$ cat src/rtl/ctvt_pkg.sv
// ----------------------------------------------------------------------------
// ctvt_pkg
// Shared types and constants of the complete tree value table.
// ----------------------------------------------------------------------------
package ctvt_pkg;

    localparam int DEF_CAPACITY    = 64;
    localparam int DEF_VALUE_WIDTH = 32;

    localparam int VALUE_IN_W = 32;
    localparam int CMD_W      = 2;
    localparam int STATUS_W   = 2;
    localparam int POS_W      = 6;
    localparam int COUNT_W    = 7;

    typedef enum logic [CMD_W-1:0] {
        CMD_INSERT = 2'd0,
        CMD_DELETE = 2'd1,
        CMD_SEARCH = 2'd2
    } t_cmd;

    typedef enum logic [STATUS_W-1:0] {
        ST_DONE      = 2'd0,
        ST_NOT_FOUND = 2'd1,
        ST_FULL      = 2'd2
    } t_status;

    typedef enum logic [2:0] {
        S_IDLE,
        S_DISPATCH,
        S_DEL_SCAN,
        S_SRCH_CMP,
        S_SRCH_UP,
        S_DONE
    } t_state;

endpackage

$ cat src/rtl/ctvt_ram.sv
// ----------------------------------------------------------------------------
// ctvt_ram
// Entry store: one write port, one read port, registered read data.
// ----------------------------------------------------------------------------
module ctvt_ram #(
    parameter int DEPTH = ctvt_pkg::DEF_CAPACITY,
    parameter int AW    = 6,
    parameter int DW    = ctvt_pkg::DEF_VALUE_WIDTH
) (
    input  logic          i_clk,
    input  logic          i_wr_en,
    input  logic [AW-1:0] i_wr_addr,
    input  logic [DW-1:0] i_wr_data,
    input  logic [AW-1:0] i_rd_addr,
    output logic [DW-1:0] o_rd_data
);

    logic [DW-1:0] r_mem [DEPTH];
    logic [DW-1:0] r_rd_data;

    always_ff @(posedge i_clk) begin
        if (i_wr_en) begin
            r_mem[i_wr_addr] <= i_wr_data;
        end
        r_rd_data <= r_mem[i_rd_addr];
    end

    assign o_rd_data = r_rd_data;

endmodule

$ cat src/rtl/complete_tree_value_table_core.sv
// ----------------------------------------------------------------------------
// complete_tree_value_table_core
// Complete binary tree of signed values kept in level order in a RAM.
//
// Input channel (i_in_valid / o_in_ready): one command per transfer,
//   i_cmd = insert, delete or search, i_value = operand.
// Output channel (o_out_valid / i_out_ready): one result per command,
//   o_status, o_position, o_count_after.
// One command is processed at a time; o_in_ready is high only when idle.
// Work done per command, with n entries stored:
//   insert, unused code, or empty table: handled in the dispatch state
//   delete: linear scan of all n entries in the RAM, one entry per cycle; the last
//     entry is captured on the final scan read and written back at once
//   search: preorder walk of at most n nodes, one RAM read per visited node
//     plus a step per level when climbing back toward the root
// Another command may be taken while a finished result waits in the output
// register; if the receiver stalls, the next result is held until then.
// Reset empties the table (count to zero); RAM contents are not cleared.
// ----------------------------------------------------------------------------
module complete_tree_value_table_core #(
    parameter int CAPACITY    = ctvt_pkg::DEF_CAPACITY,
    parameter int VALUE_WIDTH = ctvt_pkg::DEF_VALUE_WIDTH
) (
    input  logic                                  i_clk,
    input  logic                                  i_rst_n,
    input  logic                                  i_in_valid,
    output logic                                  o_in_ready,
    input  logic [ctvt_pkg::CMD_W-1:0]            i_cmd,
    input  logic signed [ctvt_pkg::VALUE_IN_W-1:0] i_value,
    output logic                                  o_out_valid,
    input  logic                                  i_out_ready,
    output logic [ctvt_pkg::STATUS_W-1:0]         o_status,
    output logic [ctvt_pkg::POS_W-1:0]            o_position,
    output logic [ctvt_pkg::COUNT_W-1:0]          o_count_after
);

    localparam int IW = (CAPACITY > 1) ? $clog2(CAPACITY) : 1;
    localparam int CW = $clog2(CAPACITY + 1);
    localparam int XW = CW + 1;
    localparam int PW = ctvt_pkg::POS_W;
    localparam int OW = ctvt_pkg::COUNT_W;
    localparam logic [CW-1:0] CAP_C = CW'(CAPACITY);

    ctvt_pkg::t_state  r_state, n_state;
    logic [ctvt_pkg::CMD_W-1:0] r_cmd, n_cmd;
    logic [VALUE_WIDTH-1:0]     r_val, n_val;
    logic [CW-1:0]     r_count, n_count;
    logic [IW-1:0]     r_idx, n_idx;
    logic [IW-1:0]     r_hit, n_hit;
    logic              r_found, n_found;
    ctvt_pkg::t_status r_res_status, n_res_status;
    logic [IW-1:0]     r_res_pos, n_res_pos;

    logic              r_out_valid;
    ctvt_pkg::t_status r_out_status;
    logic [IW-1:0]     r_out_pos;
    logic [CW-1:0]     r_out_count;

    logic                   wr_en;
    logic [IW-1:0]          wr_addr;
    logic [VALUE_WIDTH-1:0] wr_data;
    logic [VALUE_WIDTH-1:0] rd_data;

    logic          w_match;
    logic          w_last;
    logic [XW-1:0] w_child_x;
    logic          w_has_child;
    logic          w_climb;
    logic [IW-1:0] w_parent;
    logic [IW-1:0] w_del_hit;
    logic          w_out_free;

    ctvt_ram #(
        .DEPTH (CAPACITY),
        .AW    (IW),
        .DW    (VALUE_WIDTH)
    ) u_ram (
        .i_clk     (i_clk),
        .i_wr_en   (wr_en),
        .i_wr_addr (wr_addr),
        .i_wr_data (wr_data),
        .i_rd_addr (n_idx),
        .o_rd_data (rd_data)
    );

    assign w_match     = (rd_data == r_val);
    assign w_last      = ((CW'(r_idx) + CW'(1)) == r_count);
    assign w_child_x   = XW'({r_idx, 1'b1});
    assign w_has_child = (w_child_x < XW'(r_count));
    assign w_climb     = (r_idx != '0) &&
                         (!r_idx[0] || ((CW'(r_idx) + CW'(1)) >= r_count));
    assign w_parent    = (r_idx - IW'(1)) >> 1;
    assign w_del_hit   = w_match ? r_idx : r_hit;
    assign w_out_free  = !r_out_valid || i_out_ready;

    // next state
    always_comb begin
        n_state = r_state;
        unique case (r_state)
            ctvt_pkg::S_IDLE: begin
                if (i_in_valid) begin
                    n_state = ctvt_pkg::S_DISPATCH;
                end
            end
            ctvt_pkg::S_DISPATCH: begin
                if ((r_cmd == ctvt_pkg::CMD_DELETE) && (r_count != '0)) begin
                    n_state = ctvt_pkg::S_DEL_SCAN;
                end else if ((r_cmd == ctvt_pkg::CMD_SEARCH) && (r_count != '0)) begin
                    n_state = ctvt_pkg::S_SRCH_CMP;
                end else begin
                    n_state = ctvt_pkg::S_DONE;
                end
            end
            ctvt_pkg::S_DEL_SCAN: begin
                if (w_last) begin
                    n_state = ctvt_pkg::S_DONE;
                end
            end
            ctvt_pkg::S_SRCH_CMP: begin
                if (w_match) begin
                    n_state = ctvt_pkg::S_DONE;
                end else if (!w_has_child) begin
                    n_state = ctvt_pkg::S_SRCH_UP;
                end
            end
            ctvt_pkg::S_SRCH_UP: begin
                if (!w_climb) begin
                    n_state = (r_idx == '0) ? ctvt_pkg::S_DONE : ctvt_pkg::S_SRCH_CMP;
                end
            end
            ctvt_pkg::S_DONE: begin
                if (w_out_free) begin
                    n_state = ctvt_pkg::S_IDLE;
                end
            end
            default: n_state = ctvt_pkg::S_IDLE;
        endcase
    end

    // datapath and RAM control
    always_comb begin
        n_cmd        = r_cmd;
        n_val        = r_val;
        n_count      = r_count;
        n_idx        = r_idx;
        n_hit        = r_hit;
        n_found      = r_found;
        n_res_status = r_res_status;
        n_res_pos    = r_res_pos;
        wr_en        = 1'b0;
        wr_addr      = w_del_hit;
        wr_data      = rd_data;
        unique case (r_state)
            ctvt_pkg::S_IDLE: begin
                if (i_in_valid) begin
                    n_cmd = i_cmd;
                    n_val = VALUE_WIDTH'(i_value);
                end
            end
            ctvt_pkg::S_DISPATCH: begin
                n_idx        = '0;
                n_found      = 1'b0;
                n_res_status = ctvt_pkg::ST_NOT_FOUND;
                n_res_pos    = '0;
                if (r_cmd == ctvt_pkg::CMD_INSERT) begin
                    if (r_count < CAP_C) begin
                        wr_en        = 1'b1;
                        wr_addr      = IW'(r_count);
                        wr_data      = r_val;
                        n_count      = r_count + CW'(1);
                        n_res_status = ctvt_pkg::ST_DONE;
                        n_res_pos    = IW'(r_count);
                    end else begin
                        n_res_status = ctvt_pkg::ST_FULL;
                    end
                end
            end
            ctvt_pkg::S_DEL_SCAN: begin
                n_idx = r_idx + IW'(1);
                if (w_match) begin
                    n_hit   = r_idx;
                    n_found = 1'b1;
                end
                if (w_last && (w_match || r_found)) begin
                    // last entry overwrites the last match
                    wr_en        = 1'b1;
                    n_count      = r_count - CW'(1);
                    n_res_status = ctvt_pkg::ST_DONE;
                    n_res_pos    = (r_count == CW'(1)) ? '0 : w_del_hit;
                end
            end
            ctvt_pkg::S_SRCH_CMP: begin
                if (w_match) begin
                    n_res_status = ctvt_pkg::ST_DONE;
                    n_res_pos    = r_idx;
                end else if (w_has_child) begin
                    n_idx = IW'(w_child_x);
                end
            end
            ctvt_pkg::S_SRCH_UP: begin
                if (w_climb) begin
                    n_idx = w_parent;
                end else if (r_idx != '0) begin
                    n_idx = r_idx + IW'(1);
                end
            end
            ctvt_pkg::S_DONE: begin
            end
            default: begin
            end
        endcase
    end

    always_ff @(posedge i_clk) begin
        if (!i_rst_n) begin
            r_state     <= ctvt_pkg::S_IDLE;
            r_count     <= '0;
            r_out_valid <= 1'b0;
        end else begin
            r_state <= n_state;
            r_count <= n_count;
            if ((r_state == ctvt_pkg::S_DONE) && w_out_free) begin
                r_out_valid <= 1'b1;
            end else if (i_out_ready) begin
                r_out_valid <= 1'b0;
            end
        end
    end

    always_ff @(posedge i_clk) begin
        r_cmd        <= n_cmd;
        r_val        <= n_val;
        r_idx        <= n_idx;
        r_hit        <= n_hit;
        r_found      <= n_found;
        r_res_status <= n_res_status;
        r_res_pos    <= n_res_pos;
        if ((r_state == ctvt_pkg::S_DONE) && w_out_free) begin
            r_out_status <= r_res_status;
            r_out_pos    <= r_res_pos;
            r_out_count  <= r_count;
        end
    end

    assign o_in_ready    = (r_state == ctvt_pkg::S_IDLE);
    assign o_out_valid   = r_out_valid;
    assign o_status      = r_out_status;
    assign o_position    = PW'(r_out_pos);
    assign o_count_after = OW'(r_out_count);

endmodule

$ cat config.mk
export PLATFORM = sky130hd
export DESIGN_NAME = complete_tree_value_table_core
export DESIGN_NICKNAME = d
export VERILOG_FILES = /design/src/rtl/ctvt_pkg.sv /design/src/rtl/ctvt_ram.sv /design/src/rtl/complete_tree_value_table_core.sv
export SDC_FILE = /design/constraint.sdc
export NUM_CORES = 2
export LEC_CHECK = 0
export BUFFER_PORTS_ARGS = -buffer_cell sky130_fd_sc_hd__buf_2
export CORE_MARGIN = 5
export CORE_UTILIZATION = 60
export CTS_CLUSTER_DIAMETER = 100
export CTS_CLUSTER_SIZE = 30
export DETAILED_ROUTE_END_ITERATION = 12
export HOLD_SLACK_MARGIN = 0.06
export PLACE_DENSITY = 0.78
export SETUP_SLACK_MARGIN = 0.15
export SYNTH_ARGS = -nofsm -noshare
export SYNTH_HDL_FRONTEND = slang
export SYNTH_SLANG_ARGS = --single-unit
$ cat constraint.sdc
create_clock -name i_clk -period 5.9 [get_ports i_clk]
set_input_delay 0.59 -clock i_clk [delete_from_list [all_inputs] [get_ports i_clk]]
set_output_delay 0.59 -clock i_clk [all_outputs]
set_load 0.02 [all_outputs]
==> results.yml <==
outcome:
  status: "completed"
logic_synthesis:
  ys_async_sr_fraction: 0
  yosys_warnings: 0
  netlist_area_um2: 85400
  yosys.area.top_type: "edfxtp_1"
  syn_nets: 6266
  synth_edf_count: 2112
  synth_top_area_share: 0.742
  synth_cells: 6211
  synth_area_leaders: "edfxtp_1, nand2_1, nand3_1"
  ys_ff_latch: 2161
  synth_cell_type_count: 68
  synth-seq-area-share: 0.754
  syn_area_per_cell_um2: 13.8
  ys_dominant_reg_cell: "edfxtp_1"
worst_setup_path:
  crit_top_cell: "buf_4"
  r2r_slack_ns: 0.38
  crit_start: "u_ram.o_rd_data[2]"
  crit_cells: 15
  path_class: "reg -> reg"
  worst-path-max-fanout: 65
  r2r-start: "u_ram.o_rd_data[2]"
  cp-end-kind: "flip-flop"
  crit_slowest_cell: "a22oi_1"
  max_stage_delay_ns: 0.92
  cp_top_family: "compound AO/OA/AOI/OAI gates"
  critical_path.cell_chain: "xnor2_1, nand4_1, nor4_1, buf_4, and2_1, o31a_1, a21oi_4, inv_8, buf_12, buf_4, mux2i_1, a32oi_1, o21ai_0, a22oi_1, and3_1"
  worstPathArrival_ns: 6.19
  r2r_end: "u_ram.o_rd_data[5]"
  cp_num_buf_inv: 4
  worst-endpoint-required_ns: 6.57
  start_kind: "flip-flop"
  crit_end: "u_ram.o_rd_data[5]"
  reg2regPathDepth: 15
clock_network:
  path_clk_slew_ns: 0.11
  cts_setup_buffers: 0
  clock_latency_ns: 0.77
  cts_tree: "done"
  cts_buffer_depth: 3
  cts_buffers: 82
  htree_levels: 3
  cts-root-buf: "clkbuf_16"
  cts.sinks: 2161
finish:
  multi_input_area_um2: 19700
  synthToLayoutAreaGrowth_pct: 8.02
  instances_no_fill: 8240
  fin_nets: 6333
  ff_latch_area_um2: 64400
  fillCellCount: 9464
  layout-drive-gt1-share: 0.0894
  layout_common_cells: "edfxtp_1, nand2_1, nand3_1"
  final_common_cell: "edfxtp_1"
drt:
  vias_per_cell: 6.71
  drt-total-wl_um: 245000
  ant_nets: 0
  first_pass_iters: 7
  drt_iter0_markers: 10079
  vias: 55261
  drc: 0
  wl_per_cell_um: 29.7
sta:
  post-route-period-util: 0.936
  max_freq_ghz: 0.181
  fin_tns_setup_ns: 0
  setup_ws_ns: 0.379
  rsz0062_at_grt: "no"
  finalMaxSlewViolations: 0
  min_period_ns: 5.52
  slew_headroom: 0.105
  fin_worst_skew_ns: 0.0575
  worst_pin_slew_ns: 1.34
  hold_violations: 0
  setup_viol: 0
placement:
  post-place-ws_ns: 0.404
  dp_hpwl_um: 145000
  portBuffers: 54
  place_congestion: 0.961
  dp_cells: 8050
power:
  power.share.clock: 0.160
  pwr-share-seq: 0.451
  power.total_mw: 44.9
  intPower_mw: 27.1
  power_frac_comb: 0.388
  peakVddDrop_mv: 0.489
  swShare: 0.396
  p_switching_mw: 17.8
  p_per_area_nw_per_um2: 487
  power.leakage_nw: 30.0
floorplan:
  dieHeight_um: 387
  die_x_um: 387
  dieArea_um2: 150000
  initial_core_util: 0.603
  core_um2: 142000
  row_count: 138
  ios: 55
grt:
  grt_pass1_vias: 52289
  antenna_found_initial: 14
  grt_max_degree: 122
  grt_pass1_wl_um: 352000
  grtUsageTotal: 0.319
  overflow: 0
flow_run:
  drv_cap: 0
min_path:
  min_path_type: "in -> reg"
==> metrics by stage <==
step / util / hold WS [ns] / area, um^2
floorplan: - / 0.400 / 85400
global placement: 0.632 / 0.403 / 89500
detailed placement: 0.632 / 0.405 / 89500
CTS: 0.652 / 0.147 / 92200
global route: 0.652 / 0.188 / 92200
finish: 0.652 / 0.175 / 92300
==> cells in the mapped netlist, types with 6 or more instances <==
master	n
a311oi_1	64
xor2_1	6
buf_2	208
a211oi_1	7
dfxtp_1	49
o22ai_1	31
nand4_1	92
nand2_1	1682
o21ai_0	127
nor2b_1	10
a22oi_1	62
inv_1	23
nor2_2	6
a221oi_1	18
o221ai_1	29
and4_1	6
mux2i_1	177
ha_1	17
a31oi_1	156
buf_4	22
o21ai_1	8
clkbuf_1	121
mux2_2	33
and3_1	156
nand3_1	424
nor2_1	129
a21oi_1	168
xnor2_1	40
nand2b_1	11
nor3_1	23
edfxtp_1	2112
nor4_1	9
buf_1	30
a32oi_1	76
==> power by group through the flow <==
stage / clock, mW / sequential [mW] / combinational (mW)
6_report: 7.21 / 20.3 / 17.4
5_1_grt: 7.78 / 20.3 / 18.2
4_1_cts: 7.18 / 20.2 / 16.8
3_5_place_dp: 0 / 20.6 / 16.8
3_3_place_gp: 0 / 20.6 / 16.3
2_1_floorplan: 0 / 20.3 / 10.0
==> what timing repair did <==
action,4_1_cts,5_1_grt
hold buffers,34,0
endpoints found under the setup margin,0,1
hold endpoints to repair,34,0
gates resized for setup,0,2
==> worst min path at each step <==
stage / start / end / cells after the start
2_1_floorplan: r_res_pos[0] / o_position[0] / 0
3_3_place_gp: r_res_pos[5] / o_position[5] / 0
3_5_place_dp: r_res_pos[2] / o_position[2] / 0
4_1_cts: i_out_ready / o_out_valid / 3
5_1_grt: i_out_ready / o_out_valid / 3
6_report: i_out_ready / o_out_valid / 3
==> flip-flops by register name, summed over array words and instances (netlist names), 3 cells and up <==
register / count
o_count_after: 7
o_position: 6
r_count: 7
r_hit: 6
r_idx: 6
r_res_pos: 6
r_state: 3
r_val: 32
u_ram.o_rd_data: 32
u_ram.r_mem: 2048
==> final cells by class <==
cell class,instances,share of cell area
flip-flops and latches,2161,0.698
repair buffers,369,0.0355
inverters,28,0.00141
diodes,8,0.000217
well taps,1890,0.0256
clock inverters,8,0.00111
clock buffers,140,0.0251
multi-input cells,3636,0.213
==> per-layer routing <==
layer  global-route usage  up-vias  wire (um)
met5                    0        -        127
met4                0.184       18      16900
met3               0.0808      755      36600
met2                0.471     4429     108000
met1                0.436    26891      83800
li1                     -    23168          -
==> worst reg2reg max path: cells and delay by family, from the launching register on <==
kind / cells / cell delay, ns
mux: 1 / 0.15
compound gates: 5 / 1.88
xor+xnor: 1 / 0.20
buf+inv: 4 / 1.39
flops: 1 / 0.63
simple gates: 4 / 1.18
==> cell families (layout without fill, tap and decap cells) <==
group           count (synthesis)  after routing  share of synthesized area
other cells                     0              8                          0
xor+xnor                       46             46                    0.00472
compound gates                788            788                     0.0614
mux                           210            210                     0.0251
buf+inv                       414            545                     0.0226
simple gates                 2575           2575                      0.130
flops                        2161           2161                      0.754
fa+ha+maj                      17             17                    0.00249
Power figures use the tool's default switching activity.
